**config.mk**
```make
export PLATFORM = sky130hd
export DESIGN_NAME = infix_to_postfix_converter
export DESIGN_NICKNAME = d
export VERILOG_FILES = /design/src/hdl/itp_pkg.sv /design/src/hdl/itp_front.sv /design/src/hdl/itp_queue.sv /design/src/hdl/itp_back.sv /design/src/hdl/infix_to_postfix_converter.sv
export SDC_FILE = /design/constraint.sdc
export NUM_CORES = 1
export LEC_CHECK = 0
export ABC_AREA = 0
export BUFFER_PORTS_ARGS = -buffer_cell sky130_fd_sc_hd__buf_4
export CAP_MARGIN = 20
export CORE_MARGIN = 10
export CORE_UTILIZATION = 33
export CTS_BUF_LIST = sky130_fd_sc_hd__clkbuf_16
export DETAILED_ROUTE_END_ITERATION = 10
export PLACE_DENSITY = 0.57
export SLEW_MARGIN = 20
export SYNTH_ARGS = -nofsm -noshare
export SYNTH_HDL_FRONTEND = slang
export SYNTH_SLANG_ARGS = --single-unit
export TNS_END_PERCENT = 50
```
**constraint.sdc**
```tcl
create_clock -name clock -period 4.05 [get_ports clock]
set_clock_uncertainty 0.15 [all_clocks]
set_input_delay 0.81 -clock clock [delete_from_list [all_inputs] [get_ports clock]]
set_output_delay 0.81 -clock clock [all_outputs]
set_load 0.01 [all_outputs]
```
**src/hdl/itp_pkg.sv**
```systemverilog
`timescale 1ns / 1ps

package itp_pkg;

   localparam int STACK_DEPTH = 32;
   localparam int COUNT_W     = $clog2(STACK_DEPTH + 1);
   // The top two entries live in registers; the entries below them live in an array.
   localparam int BELOW_DEPTH = STACK_DEPTH - 2;
   localparam int BELOW_AW    = (BELOW_DEPTH > 1) ? $clog2(BELOW_DEPTH) : 1;

   localparam int QUEUE_DEPTH = 2;
   localparam int QUEUE_AW    = $clog2(QUEUE_DEPTH);
   localparam int QUEUE_CW    = $clog2(QUEUE_DEPTH + 1);

   localparam logic [7:0] CH_LPAREN = 8'h28;
   localparam logic [7:0] CH_RPAREN = 8'h29;
   localparam logic [7:0] CH_STAR   = 8'h2A;
   localparam logic [7:0] CH_PLUS   = 8'h2B;
   localparam logic [7:0] CH_MINUS  = 8'h2D;
   localparam logic [7:0] CH_SLASH  = 8'h2F;
   localparam logic [7:0] CH_CARET  = 8'h5E;
   localparam logic [7:0] CH_NUL    = 8'h00;

   typedef logic [1:0] prec_type;

   localparam prec_type PREC_NONE = 2'd0;
   localparam prec_type PREC_ADD  = 2'd1;
   localparam prec_type PREC_MUL  = 2'd2;
   localparam prec_type PREC_POW  = 2'd3;

   typedef enum logic [2:0] {
      KIND_ALNUM,
      KIND_LPAREN,
      KIND_RPAREN,
      KIND_OPER,
      KIND_OTHER
   } kind_type;

   typedef enum logic [1:0] {
      ST_FETCH,
      ST_WORK,
      ST_FLUSH
   } back_state_type;

   typedef struct packed {
      logic [7:0] symbol;
      logic       end_of_expr;
   } req_type;

   typedef struct packed {
      logic [7:0] out_char;
      logic       is_terminator;
      logic       last_in_run;
   } rsp_type;

   typedef struct packed {
      kind_type   kind;
      prec_type   prec;
      logic [7:0] symbol;
      logic       end_of_expr;
   } cmd_type;

   function automatic prec_type prec_of(input logic [7:0] ch);
      prec_type p;
      p = PREC_NONE;
      if (ch == CH_PLUS || ch == CH_MINUS) begin
         p = PREC_ADD;
      end else if (ch == CH_STAR || ch == CH_SLASH) begin
         p = PREC_MUL;
      end else if (ch == CH_CARET) begin
         p = PREC_POW;
      end
      return p;
   endfunction

   function automatic logic is_alnum(input logic [7:0] ch);
      return (ch >= 8'h30 && ch <= 8'h39) || (ch >= 8'h41 && ch <= 8'h5A) ||
             (ch >= 8'h61 && ch <= 8'h7A);
   endfunction

endpackage

```
**src/hdl/itp_front.sv**
```systemverilog
`timescale 1ns / 1ps

module itp_front (
   input  logic              req_valid,
   output logic              req_stall,
   input  itp_pkg::req_type  req_data,
   input  logic              q_full,
   output logic              q_push,
   output itp_pkg::cmd_type  q_cmd
);

   itp_pkg::prec_type prec;

   assign req_stall = q_full;
   assign q_push    = req_valid && !q_full;
   assign prec      = itp_pkg::prec_of(req_data.symbol);

   always_comb begin
      q_cmd.symbol      = req_data.symbol;
      q_cmd.end_of_expr = req_data.end_of_expr;
      q_cmd.prec        = prec;
      if (itp_pkg::is_alnum(req_data.symbol)) begin
         q_cmd.kind = itp_pkg::KIND_ALNUM;
      end else if (req_data.symbol == itp_pkg::CH_LPAREN) begin
         q_cmd.kind = itp_pkg::KIND_LPAREN;
      end else if (req_data.symbol == itp_pkg::CH_RPAREN) begin
         q_cmd.kind = itp_pkg::KIND_RPAREN;
      end else if (prec != itp_pkg::PREC_NONE) begin
         q_cmd.kind = itp_pkg::KIND_OPER;
      end else begin
         q_cmd.kind = itp_pkg::KIND_OTHER;
      end
   end

endmodule

```
**src/hdl/itp_queue.sv**
```systemverilog
`timescale 1ns / 1ps

module itp_queue (
   input  logic              clock,
   input  logic              reset,
   input  logic              push,
   input  itp_pkg::cmd_type  push_cmd,
   output logic              full,
   input  logic              pop,
   output logic              q_valid,
   output itp_pkg::cmd_type  q_cmd
);

   itp_pkg::cmd_type                  slot_ff [itp_pkg::QUEUE_DEPTH];
   logic [itp_pkg::QUEUE_AW-1:0]      wr_ptr_ff, wr_ptr_in;
   logic [itp_pkg::QUEUE_AW-1:0]      rd_ptr_ff, rd_ptr_in;
   logic [itp_pkg::QUEUE_CW-1:0]      count_ff, count_in;
   logic                              do_pop;

   assign full    = count_ff == itp_pkg::QUEUE_CW'(itp_pkg::QUEUE_DEPTH);
   assign q_valid = count_ff != '0;
   assign q_cmd   = slot_ff[rd_ptr_ff];
   assign do_pop  = pop && q_valid;

   always_comb begin
      // Depth is a power of two, so the pointers wrap on their own.
      wr_ptr_in = push ? wr_ptr_ff + 1'b1 : wr_ptr_ff;
      rd_ptr_in = do_pop ? rd_ptr_ff + 1'b1 : rd_ptr_ff;
      count_in  = count_ff;
      if (push && !do_pop) begin
         count_in = count_ff + 1'b1;
      end else if (do_pop && !push) begin
         count_in = count_ff - 1'b1;
      end
   end

   always_ff @(posedge clock) begin
      if (reset) begin
         wr_ptr_ff <= '0;
         rd_ptr_ff <= '0;
         count_ff  <= '0;
      end else begin
         wr_ptr_ff <= wr_ptr_in;
         rd_ptr_ff <= rd_ptr_in;
         count_ff  <= count_in;
      end
   end

   always_ff @(posedge clock) begin
      if (push) begin
         slot_ff[wr_ptr_ff] <= push_cmd;
      end
   end

endmodule

```
**src/hdl/itp_back.sv**
```systemverilog
`timescale 1ns / 1ps

module itp_back (
   input  logic              clock,
   input  logic              reset,
   input  logic              q_valid,
   input  itp_pkg::cmd_type  q_cmd,
   output logic              q_pop,
   output logic              rsp_valid,
   input  logic              rsp_stall,
   output itp_pkg::rsp_type  rsp_data
);

   itp_pkg::back_state_type          state_ff, state_in;
   itp_pkg::cmd_type                 cmd_ff, cmd_in;
   logic [itp_pkg::COUNT_W-1:0]      count_ff, count_in;
   logic [7:0]                       top_ff, top_in;
   logic [7:0]                       next_ff, next_in;
   logic [7:0]                       third_ff;
   logic [7:0]                       stack_mem [itp_pkg::BELOW_DEPTH];
   logic                             rsp_valid_ff, rsp_valid_in;
   itp_pkg::rsp_type                 rsp_data_ff, rsp_data_in;

   logic                             has_top, is_full, two_up, out_free;
   logic                             do_push, do_pop, emit;
   logic [7:0]                       push_char;
   itp_pkg::rsp_type                 emit_data;
   logic [itp_pkg::COUNT_W-1:0]      count_m1, count_m2, count_m4;
   logic [7:0]                       below_rd;
   itp_pkg::back_state_type          after_state;

   assign has_top  = count_ff != '0;
   assign two_up   = count_ff > itp_pkg::COUNT_W'(1);
   assign is_full  = count_ff == itp_pkg::COUNT_W'(itp_pkg::STACK_DEPTH);
   assign out_free = !rsp_valid_ff || !rsp_stall;
   assign count_m1 = count_ff - itp_pkg::COUNT_W'(1);
   assign count_m2 = count_ff - itp_pkg::COUNT_W'(2);
   assign count_m4 = count_ff - itp_pkg::COUNT_W'(4);
   // Entry just under the top; only meaningful with two or more entries.
   assign below_rd = next_ff;

   assign after_state = cmd_ff.end_of_expr ? itp_pkg::ST_FLUSH : itp_pkg::ST_FETCH;

   always_comb begin
      state_in  = state_ff;
      cmd_in    = cmd_ff;
      q_pop     = 1'b0;
      do_push   = 1'b0;
      do_pop    = 1'b0;
      push_char = cmd_ff.symbol;
      emit      = 1'b0;
      emit_data.out_char      = top_ff;
      emit_data.is_terminator = 1'b0;
      emit_data.last_in_run   = 1'b0;

      unique case (state_ff)
         itp_pkg::ST_FETCH: begin
            if (q_valid) begin
               q_pop    = 1'b1;
               cmd_in   = q_cmd;
               state_in = itp_pkg::ST_WORK;
            end
         end
         itp_pkg::ST_WORK: begin
            unique case (cmd_ff.kind)
               itp_pkg::KIND_ALNUM: begin
                  if (out_free) begin
                     emit                  = 1'b1;
                     emit_data.out_char    = cmd_ff.symbol;
                     emit_data.last_in_run = !cmd_ff.end_of_expr;
                     state_in              = after_state;
                  end
               end
               itp_pkg::KIND_LPAREN: begin
                  do_push  = 1'b1;
                  state_in = after_state;
               end
               itp_pkg::KIND_RPAREN: begin
                  if (has_top && top_ff != itp_pkg::CH_LPAREN) begin
                     if (out_free) begin
                        do_pop = 1'b1;
                        emit   = 1'b1;
                        // Last when the next top is an open paren or nothing is left.
                        emit_data.last_in_run = !cmd_ff.end_of_expr &&
                           (!two_up || below_rd == itp_pkg::CH_LPAREN);
                     end
                  end else begin
                     do_pop   = has_top;
                     state_in = after_state;
                  end
               end
               itp_pkg::KIND_OPER: begin
                  if (has_top && itp_pkg::prec_of(top_ff) >= cmd_ff.prec) begin
                     if (out_free) begin
                        do_pop = 1'b1;
                        emit   = 1'b1;
                        emit_data.last_in_run = !cmd_ff.end_of_expr &&
                           !(two_up && itp_pkg::prec_of(below_rd) >= cmd_ff.prec);
                     end
                  end else begin
                     do_push  = 1'b1;
                     state_in = after_state;
                  end
               end
               itp_pkg::KIND_OTHER: begin
                  state_in = after_state;
               end
               default: begin
                  state_in = after_state;
               end
            endcase
         end
         itp_pkg::ST_FLUSH: begin
            if (out_free) begin
               emit = 1'b1;
               if (has_top) begin
                  do_pop = 1'b1;
               end else begin
                  emit_data.out_char      = itp_pkg::CH_NUL;
                  emit_data.is_terminator = 1'b1;
                  emit_data.last_in_run   = 1'b1;
                  state_in                = itp_pkg::ST_FETCH;
               end
            end
         end
         default: begin
            state_in = itp_pkg::ST_FETCH;
         end
      endcase
   end

   always_comb begin
      count_in = count_ff;
      top_in   = top_ff;
      next_in  = next_ff;
      if (do_push && !is_full) begin
         count_in = count_ff + itp_pkg::COUNT_W'(1);
         top_in   = push_char;
         next_in  = top_ff;
      end else if (do_pop) begin
         count_in = count_m1;
         top_in   = next_ff;
         next_in  = third_ff;
      end
   end

   always_comb begin
      rsp_valid_in = rsp_valid_ff && rsp_stall;
      rsp_data_in  = rsp_data_ff;
      if (emit) begin
         rsp_valid_in = 1'b1;
         rsp_data_in  = emit_data;
      end
   end

   always_ff @(posedge clock) begin
      if (reset) begin
         state_ff     <= itp_pkg::ST_FETCH;
         count_ff     <= '0;
         rsp_valid_ff <= 1'b0;
      end else begin
         state_ff     <= state_in;
         count_ff     <= count_in;
         rsp_valid_ff <= rsp_valid_in;
      end
   end

   always_ff @(posedge clock) begin
      cmd_ff      <= cmd_in;
      top_ff      <= top_in;
      next_ff     <= next_in;
      rsp_data_ff <= rsp_data_in;
   end

   // A push moves the old second entry down into the array.
   always_ff @(posedge clock) begin
      if (do_push && !is_full && two_up) begin
         stack_mem[count_m2[itp_pkg::BELOW_AW-1:0]] <= next_ff;
      end
   end

   // The third entry is kept in a register: a push takes the old second entry,
   // and a pop reads the entry below the third one out of the array.
   always_ff @(posedge clock) begin
      if (do_push && !is_full) begin
         third_ff <= next_ff;
      end else if (do_pop) begin
         third_ff <= stack_mem[count_m4[itp_pkg::BELOW_AW-1:0]];
      end
   end

   assign rsp_valid = rsp_valid_ff;
   assign rsp_data  = rsp_data_ff;

endmodule

```
**src/hdl/infix_to_postfix_converter.sv**
```systemverilog
`timescale 1ns / 1ps
// An accepted item is written into the queue and then into the back sequencer's command
// register; its results go out through the output register. The sequencer pops and emits
// stacked operators one at a time while the output is free; an item with the end flag then
// flushes the stack, then emits a terminator. The two-entry queue takes input meanwhile.
// Reset empties the operator stack, the queue and the output register.

module infix_to_postfix_converter (
   input  logic              clock,
   input  logic              reset,
   input  logic              req_valid,
   output logic              req_stall,
   input  itp_pkg::req_type  req_data,
   output logic              rsp_valid,
   input  logic              rsp_stall,
   output itp_pkg::rsp_type  rsp_data
);

   logic              q_full, q_push, q_pop, q_valid;
   itp_pkg::cmd_type  push_cmd, q_cmd;

   itp_front u_front (
      .req_valid (req_valid),
      .req_stall (req_stall),
      .req_data  (req_data),
      .q_full    (q_full),
      .q_push    (q_push),
      .q_cmd     (push_cmd)
   );

   itp_queue u_queue (
      .clock    (clock),
      .reset    (reset),
      .push     (q_push),
      .push_cmd (push_cmd),
      .full     (q_full),
      .pop      (q_pop),
      .q_valid  (q_valid),
      .q_cmd    (q_cmd)
   );

   itp_back u_back (
      .clock     (clock),
      .reset     (reset),
      .q_valid   (q_valid),
      .q_cmd     (q_cmd),
      .q_pop     (q_pop),
      .rsp_valid (rsp_valid),
      .rsp_stall (rsp_stall),
      .rsp_data  (rsp_data)
   );

endmodule
```
# Word level (Yosys, flattened, before mapping)

Memories as Yosys holds them, arrays and structs flattened. A register that Yosys moved wholly into a read port is not among the register bits.
Index checks and enable logic that the tools add are counted.

Bits in registers: 47
Bits in latches: 0
Memory bits (writable): 268
Bits in read-only memories: 0
Memories kept: 2

$add $sub $neg: 8
Multiply operators: 0
Div/mod/pow operators: 0
Magnitude comparators: 9
Equal/unequal tests: 32
Shifts and indexed selects: 0
Muxes and demuxes: 70
Bitwise gates (word level): 0
Reduce and logical (&&, ||, !) cells: 44

Memories:

| name             | depth | bits a word | read ports | clocked after Yosys merged registers in | write ports | line            | RTL |
|---|---|---|---|---|---|---|---|
| u_back.stack_mem | 30    | 8           | 1          | 0                                       | 1           | itp_back.sv:20  | `logic [7:0] stack_mem [itp_pkg::BELOW_DEPTH];` |
| u_queue.slot_ff  | 2     | 14          | 1          | 1                                       | 1           | itp_queue.sv:14 | `itp_pkg::cmd_type slot_ff [itp_pkg::QUEUE_DEPTH];` |

Operators by type and width:

| cell                                                                                | count |
|---|---|
| 8-bit by 6-bit == test with 1-bit output, second input constant                     | 15 |
| 8-bit 2-to-1 mux                                                                    | 8 |
| 2-bit 2-to-1 mux                                                                    | 24 |
| 8-bit by 7-bit == test with 1-bit output, second input constant                     | 3 |
| 1-bit 2-to-1 mux                                                                    | 20 |
| 10-bit 2-to-1 mux                                                                   | 2 |
| 8-bit by 7-bit greater-or-equal comparator with 1-bit output, second input constant | 2 |
| 8-bit by 7-bit less-or-equal comparator with 1-bit output, second input constant    | 2 |
| 8-bit one-hot mux with 2 select lines                                               | 1 |
| 1-bit logical AND                                                                   | 15 |
| 3-bit 2-to-1 mux                                                                    | 4 |
| 6-bit 2-to-1 mux                                                                    | 2 |
| 2-bit one-hot mux with 3 select lines                                               | 2 |
| 1-bit logical OR                                                                    | 10 |
| 1-bit one-hot mux with 2 select lines                                               | 5 |
| 1-bit zero test                                                                     | 9 |
| 8-bit by 6-bit greater-or-equal comparator with 1-bit output, second input constant | 1 |
| 8-bit by 6-bit less-or-equal comparator with 1-bit output, second input constant    | 1 |
| 8-bit by 6-bit inequality test with 1-bit output, second input constant             | 1 |
| 2-bit nonzero test                                                                  | 4 |
| 6-bit by 1-bit adder with 6-bit output, second input constant                       | 1 |
| 3-bit by 2-bit == test with 1-bit output, second input constant                     | 2 |
| 6-bit == test, second input constant                                                | 1 |
| 6-bit by 1-bit greater-than comparator with 1-bit output, second input constant     | 1 |
| 20 further kinds                                                                    | 27 |

# Logic depth before layout (Yosys ltp)

Gate-level depths: netlist (run 1).

Depth in word-level cells: 19
Mapped depth: 13
Depth with buffers taken out: 11

# Cells and area by module

From an unflattened synthesis (run 1), not the netlist that was laid out.

Cell total of the unflattened synthesis: 826
Area total of the unflattened synthesis: 13782.0 sq um

By module, submodules not included:

| module    | times used | cells each | area an instance (sq um) |
|---|---|---|---|
| itp_back  | 1          | 724        | 12316.8 |
| itp_queue | 1          | 65         | 1217.4 |
| itp_front | 1          | 37         | 247.7 |

# Least setup slack after synthesis (run 1)

Ideal clock, no wire load.

Kind: flip-flop to flip-flop
From: register u_back.count_ff[2] in the netlist's numbering
To: register u_back.next_ff[0] (netlist: u_back.below_rd[0]) (enable)
Data arrival time: 2.871 ns
Required time: 3.472 ns
Path slack: 0.601 ns
Cell stages (with the launch flop): 11
Path buffers: 4
Clock period less this slack: 3.449 ns
Cell sequence: dfxtp_1 > buf_1 > inv_1 > ha_1 > clkbuf_2 > nand4bb_4 > and2_4 > a21o_1 > clkbuf_1 > clkbuf_1 > nand2_1

Longest elaborated chain between the ends: 7

RTL lines:

| element                               | line            | RTL |
|---|---|---|
| start, declared                       | itp_back.sv:16  | `logic [itp_pkg::COUNT_W-1:0] count_ff, count_in;` |
| start signal, assigned                | itp_back.sv:163 | `count_ff <= count_in;` |
| 6-bit nonzero test                    | itp_back.sv:32  | `assign has_top = count_ff != '0;` |
| 1-bit logical AND                     | itp_back.sv:93  | `if (has_top && itp_pkg::prec_of(top_ff) >= cmd_ff.prec) begin` |
| 1-bit 2-to-1 mux                      | itp_back.sv:93  |  |
| 1-bit one-hot mux with 2 select lines | itp_back.sv:65  | `unique case (cmd_ff.kind)` |
| 1-bit 2-to-1 mux                      | itp_back.sv:56  | `unique case (state_ff)` |
| 1-bit logical AND                     | itp_back.sv:136 | `if (do_push && !is_full) begin` |
| 2-bit nonzero test (no source line) * | n/a             |  |
| end signal, assigned                  | itp_back.sv:171 | `next_ff <= next_in;` |
| end, declared                         | itp_back.sv:18  | `logic [7:0] next_ff, next_in;` |

Every way passes the cells marked *; elsewhere a longest branch is shown, timed or not.
A chain may end at the register's enable or synchronous reset.

# Worst setup path after layout (run 1)

From: register u_back.top_ff[6]
To: memory u_back.stack_mem[6][7] (enable)

Longest elaborated chain between the ends: 15

RTL lines:

| element                                                                                                     | line                         | RTL |
|---|---|---|
| start, declared                                                                                             | itp_back.sv:17               | `logic [7:0] top_ff, top_in;` |
| start signal, assigned                                                                                      | itp_back.sv:170              | `top_ff <= top_in;` |
| 8-bit by 7-bit == test with 1-bit output / 8-bit by 6-bit == test with 1-bit output (equally long branches) | itp_pkg.sv:70, itp_pkg.sv:68 |  |
| 2-bit 2-to-1 mux / 1-bit logical OR (equally long branches)                                                 | itp_pkg.sv:70, itp_pkg.sv:68 |  |
| 2-bit 2-to-1 mux                                                                                            | itp_pkg.sv:68                | `end else if (ch == CH_STAR \|\| ch == CH_SLASH) begin` |
| 2-bit 2-to-1 mux *                                                                                          | itp_pkg.sv:66                | `if (ch == CH_PLUS \|\| ch == CH_MINUS) begin` |
| 2-bit 2-to-1 mux *                                                                                          | itp_back.sv:65               |  |
| 2-bit 2-to-1 mux *                                                                                          | itp_back.sv:56               |  |
| 2-bit greater-or-equal comparator *                                                                         | itp_back.sv:93               |  |
| 1-bit logical AND *                                                                                         | itp_back.sv:93               |  |
| 1-bit 2-to-1 mux *                                                                                          | itp_back.sv:93               |  |
| 1-bit one-hot mux with 2 select lines *                                                                     | itp_back.sv:65               |  |
| 1-bit 2-to-1 mux *                                                                                          | itp_back.sv:56               |  |
| 1-bit logical AND * (2 in a row)                                                                            | itp_back.sv:177              | `if (do_push && !is_full && two_up) begin` |
| 1-bit 2-to-1 mux *                                                                                          | itp_back.sv:177              |  |
| 1-bit 2-to-1 mux (implied by the code) *                                                                    | itp_back.sv:178              | `stack_mem[count_m2[itp_pkg::BELOW_AW-1:0]] <= next_ff;` |
| end, declared                                                                                               | itp_back.sv:20               |  |

Every way passes the cells marked *; elsewhere a longest branch is shown, timed or not. The select of a mux whose other input is x is not followed.

==> out/summary.txt, run 1 <==
F_max -> 0.280 GHz
Vias -> 7,281
Ys flop type -> edfxtp_1
Layout cell share with drive strength beyond 1 -> 23.6%
CTS clk-pin slew, worst paths -> 0.06 ns
CP max FO -> 11
Max cap viols -> 0
Post-synth net total -> 839
Area share of the leading cell type in the synthesized netlist -> 69.3%
DR vias/cell -> 5.06
Max VDD drop -> 0.335 mV
Final worst-path cycle share -> 88.1%
IO buf count -> 24
DRC viols -> 0
CTS Buf Count -> 34
Setup tns final -> 0 ns
Synth area leader -> edfxtp_1
Slew Limit Fails -> 0
Layout net count -> 910
WL final -> 30,000 um
Initial antenna violation count -> 0
Most common cell in the netlist -> edfxtp_1
Leakage -> 5.17 nW
Critical path startpoint category -> flip-flop
DRT Pass-1 Iters -> 4
Design Area, Final -> 0.0158 mm^2
Arrival @ worst endpoint -> 3.64 ns
Routed wire per std cell -> 20.9 um
Global route total overflow -> 0
Clock Latency Late Sink -> 0.54 ns
Chip width -> 224 um
GPL Wtd Cong -> 0.792
Clock Root Buffer -> clkbuf_16
Worst-Margin Slew -> 1.11 ns
Core box area -> 0.0409 mm^2
Dpl hpwl -> 18,800 um
Row count -> 74
Total Routing Usage GR -> 11.9%
H-tree depth -> 2
Top cells by area, synth -> edfxtp_1 69%, mux4_2 11%, mux2_2 2.1%, nand2_1 2.1%, dfxtp_1 1.9%
N_diodes -> 0
Post-Syn Area -> 0.0137 mm^2
Wire length of the first global-routing pass -> 46,300 um
Area Growth Syn to Fin -> 15.5%
Post-layout minimum cycle time -> 3.57 ns
Commonest cells in the netlist -> 316 x edfxtp_1, 77 x nand2_1, 64 x mux4_2
Sink Count -> 329
Cell variety after synth -> 53
Max-slew headroom -> 25.5%
Area after DPL -> 0.0148 mm^2
CTS Buffer Depth -> 3
Worst Setup End Kind -> flip-flop
Setup Crit Path Kind -> reg2reg
Ys Warns -> 0
Die H -> 224 um
Ports -> 25
Initial core utilization -> 33.5%
Seq/Total Area, Yosys -> 71.2%
Largest net degree at the start of global routing -> 71
Cts hold-fix bufs -> 0
Worst hold path type -> in2reg
RSZ-0062 raised after global routing -> no
PwrDens -> 551 mW/mm^2
FF+latch count, synth -> 329
Number of global-route vias before repair -> 7,537
Outcome -> finished clean
Setup WS post-layout -> 0.483 ns
Final hold viol count -> 0
Iter 0 DRT Violations -> 713
Synthesized area per cell -> 16.9 um^2
Syn Inst Count -> 809
CTS tree -> done
Async set or reset register ratio after synthesis -> 0%
Req. time, crit path -> 4.13 ns
Die area -> 0.0501 mm^2
Final ANT Viol Nets -> 0
Number of synthesized flops with an enable pin -> 316
Dpl ws -> 0.338 ns
# setup viols final -> 0
==> registers in the layout, indices dropped and copies added, names as in the netlist <==
| signal | flops |
|---|---|
| u_back.stack_mem | 240 |
| u_queue.slot_ff | 28 |
| u_back.rsp_data | 10 |
| u_back.below_rd | 8 |
| u_back.push_char | 8 |
| u_back.third_ff | 8 |
| u_back.top_ff | 8 |
| u_back.cmd_ff | 6 |
| u_back.count_ff | 6 |
| u_back.state_ff | 2 |
| u_queue.count_ff | 2 |
| u_back.rsp_valid | 1 |
| u_queue.rd_ptr_ff | 1 |
| u_queue.wr_ptr_ff | 1 |
==> timing repair <==
action                                 in CTS  in global routing
setup buffers                               0                  0
resized for setup                           0                  1
endpoints found under the hold margin       0                  0
setup endpoints to repair                   0                  8
==> critical path, stage by stage, from the launching register on <==
cell	delay (ns)
edfxtp_1	0.42
nor3b_1	0.42
nand3_1	0.13
o21ai_0	0.10
nand2_1	0.07
ha_1	0.27
nand2b_1	0.15
a21o_1	0.24
a21oi_4	0.31
nand3_1	0.45
nor2_1	0.36
buf_4	0.21
==> cell type report <==
class	count	area, um^2
clock buffers	35	876
fillers	3742	25100
multi-input cells	425	3710
well taps	532	666
clock inverters	27	189
flip-flops and latches	329	9750
repair buffers	73	561
inverters	17	63.8
==> through the flow <==
| stage | total power, mW | util, % | std cells | hold WS (ns) |
|---|---|---|---|---|
| after floorplan | 5.33 | - | 809 | 0.341 |
| after global placement | 5.80 | 36.0 | 1376 | 0.351 |
| after detailed placement | 5.82 | 36.0 | 1376 | 0.354 |
| after CTS | 8.81 | 38.6 | 1438 | 0.308 |
| after global routing | 9.12 | 38.7 | 1438 | 0.320 |
| final | 8.72 | 38.7 | 1438 | 0.331 |
==> power by group <==
part           leakage [nW]  total (mW)  internal [mW]  switching [mW]
clock network         0.554        2.98           1.70            1.28
registers              2.97        4.21           4.05           0.165
logic                  1.65        1.53          0.615           0.916
==> placed cells by master, fill, tap and decap left out, drive strengths merged, types with 6 or more instances in the layout <==
| master | instances |
|---|---|
| edfxtp | 316 |
| nand2 | 77 |
| buf | 73 |
| mux4 | 64 |
| nor2 | 60 |
| clkbuf | 35 |
| mux2 | 27 |
| inv | 26 |
| nand3 | 21 |
| ha | 17 |
| a21oi | 16 |
| o21ai | 16 |
| clkinv | 15 |
| nor2b | 13 |
| dfxtp | 13 |
| o41ai | 10 |
| o22ai | 9 |
| nor3 | 8 |
| a22o | 8 |
| a211oi | 8 |
| xor2 | 7 |
| xnor2 | 7 |
| and3 | 6 |
==> layer usage <==
metal	vias to the layer above	part of all wire (%)	global-route usage (%)
met2	178	48	19.2
met1	3732	45	16.0
met4	0	2.0	3.60
li1	3331	-	-
met5	-	0	0
met3	40	5.0	2.15
==> path summary, 6_finish.rpt <==
kind	cells past startpoint	to	slack, ns	start
max reg2reg	11	u_back.stack_mem[6][7]	0.48	u_back.top_ff[6]
max	11	u_back.stack_mem[6][7]	0.48	u_back.top_ff[6]
min	1	u_queue.slot_ff[1][0]	0.33	req_data[0]
min reg2reg	2	u_back.below_rd[7]	0.37	u_back.third_ff[7]
==> cells by family after synthesis <==
logic type	share of synthesized area, %
DFF	71.2
and+or+nand+nor	7.12
muxes	12.9
AOI/OAI and AO/OA	4.57
buffers and inverters	1.82
adders and majority gates	1.55
xor gates and xnor gates	0.895
Note: power is estimated with default switching activity, not from simulation.
==> inputs of run 2 (changes only) <==
- CELL_PAD_IN_SITES_DETAIL_PLACEMENT: default -> 1
- CELL_PAD_IN_SITES_GLOBAL_PLACEMENT: default -> 1
- PLACE_DENSITY: 0.57 -> 0.63
- RECOVER_POWER: default -> 100
==> out/summary.txt, run 2 (synthesis gave the netlist of run 1 again) <==
Number of flip-flops in the largest register -> 240 (unchanged)
Post-layout minimum cycle time -> 3.66 ns (+0.0952 ns)
Post-cts resize count -> 0 (unchanged)
Outcome -> complete, but fails checks
GPL Wtd Cong -> 0.760 (-4.1%)
Layout cell share with drive strength beyond 1 -> 21.5% (-2.1 points)
Setup tns final -> 0 ns (unchanged)
DR vias/cell -> 5.05 (-0.33%)
Critical path startpoint category -> flip-flop
F_max -> 0.273 GHz (-2.6%)
PwrDens -> 566 mW/mm^2 (+2.6%)
CTS Buf Count -> 36 (+5.9%)
Ports -> 25 (unchanged)
CTS Buffer Depth -> 3 (unchanged)
Setup Crit Path Kind -> reg2reg
Clock Latency Late Sink -> 0.54 ns (about the same)
Cts hold-fix bufs -> 0 (unchanged)
Dpl hpwl -> 20,700 um (+10%)
Max cap viols -> 1 (+1)
WL final -> 31,700 um (+5.7%)
Initial core utilization -> 33.5% (unchanged)
Global route total overflow -> 0 (unchanged)
Worst hold path cell count -> 1 (unchanged)
Vias -> 7,292 (+0.15%)
Number of global-route vias before repair -> 7,936 (+5.3%)
Final worst-path cycle share -> 90.4% (+2.4 points)
# setup viols final -> 0 (unchanged)
Row count -> 74 (unchanged)
Die area -> 0.0501 mm^2 (unchanged)
Hold Slack -> 0.355 ns (+0.0241 ns)
Largest net degree at the start of global routing -> 61 (-14%)
IO buf count -> 24 (unchanged)
Final hold viol count -> 0 (unchanged)
CP max FO -> 17 (+6)
Die H -> 224 um (unchanged)
Worst Setup End Kind -> flip-flop
Wire length of the first global-routing pass -> 49,200 um (+6.2%)
Clock Root Buffer -> clkbuf_16
R2R cell count -> 6 (-5)
Routed wire per std cell -> 21.9 um (+5.2%)
Arrival @ worst endpoint -> 3.68 ns (+0.04 ns)
Max VDD drop -> 0.252 mV (-25%)
Req. time, crit path -> 4.06 ns (-0.07 ns)
DRT Pass-1 Iters -> 4 (unchanged)
Total Routing Usage GR -> 12.7% (+0.80 points)
Worst hold path type -> in2reg
Failing checks -> max-capacitance violations, max-slew violations
Design Area, Final -> 0.0158 mm^2 (-0.38%)
Leakage -> 5.09 nW (-1.5%)
CTS tree -> done
# Post-CTS Setup Buffers -> 0 (unchanged)
DRC viols -> 0 (unchanged)
Most frequent cells in the layout -> 316 x edfxtp_1, 77 x nand2_1, 64 x mux4_2
Core box area -> 0.0409 mm^2 (unchanged)
Core Util, Final -> 38.5% (-0.15 points)
Iter 0 DRT Violations -> 712 (-0.14%)
Max-slew headroom -> -2.54% (-28 points)
Layout net count -> 916 (+0.66%)
Chip width -> 224 um (unchanged)
Area Growth Syn to Fin -> 15.0%
Area after DPL -> 0.0148 mm^2 (+0.17%)
Final ANT Viol Nets -> 0 (unchanged)
Slew Limit Fails -> 32 (+32)
H-tree depth -> 2 (unchanged)
Total power -> 8.91 mW (+2.2%)
Most common cell after layout, fill and taps aside -> edfxtp_1
CTS clk-pin slew, worst paths -> 0.06 ns (about the same)
Initial antenna violation count -> 1 (+1)
RSZ-0062 raised after global routing -> no
Sink Count -> 329 (unchanged)
Worst-Margin Slew -> 1.54 ns (+0.426 ns)
-- run 2: final timing paths --
check	start	to	slack, ns
min reg2reg	u_back.third_ff[6]	u_back.below_rd[6]	0.38
max	u_back.count_ff[0]	u_back.rsp_data[3]	0.39
max reg2reg	u_back.count_ff[0]	u_back.rsp_data[3]	0.39
min	req_data[0]	u_queue.slot_ff[0][0]	0.36
-- run 2: layer usage --
| layer | up-vias | routed length (um) | track usage (%) |
|---|---|---|---|
| met2 | 120 | 15700 | 21.1 |
| met3 | 34 | 1200 | 2.19 |
| met1 | 3798 | 14300 | 16.8 |
| li1 | 3340 | - | - |
| met5 | - | 0 | 0 |
| met4 | 0 | 489 | 3.25 |
-- run 2: report_power, final --
part | internal, mW | switching, mW | total [mW]
registers | 4.05 | 0.179 | 4.23
clock network | 1.86 | 1.32 | 3.17
logic | 0.586 | 0.926 | 1.51
-- run 2: area by class of cell --
type / count / area [um^2]
fillers: 4103 / 25200
flip-flops and latches: 329 / 9750
clock buffers: 37 / 926
multi-input cells: 425 / 3700
well taps: 532 / 666
repair buffers: 77 / 442
inverters: 17 / 63.8
diodes: 1 / 2.50
clock inverters: 27 / 218
-- run 2: per-stage QoR --
stage / setup WS (ns) / instances
global route: 0.136 / 1444
finish: 0.388 / 1445
detailed placement: 0.558 / 1380
CTS: 0.527 / 1444
global placement: 0.637 / 1380
floorplan: 0.601 / 809
-- run 2: worst max-delay path, stage by stage (launching register included) --
cell and delay (ns):
dfxtp_1 1.04, inv_1 0.25, ha_1 0.38, and3_1 0.24, or3_1 0.37, a311oi_1 0.38, o211a_1 0.49
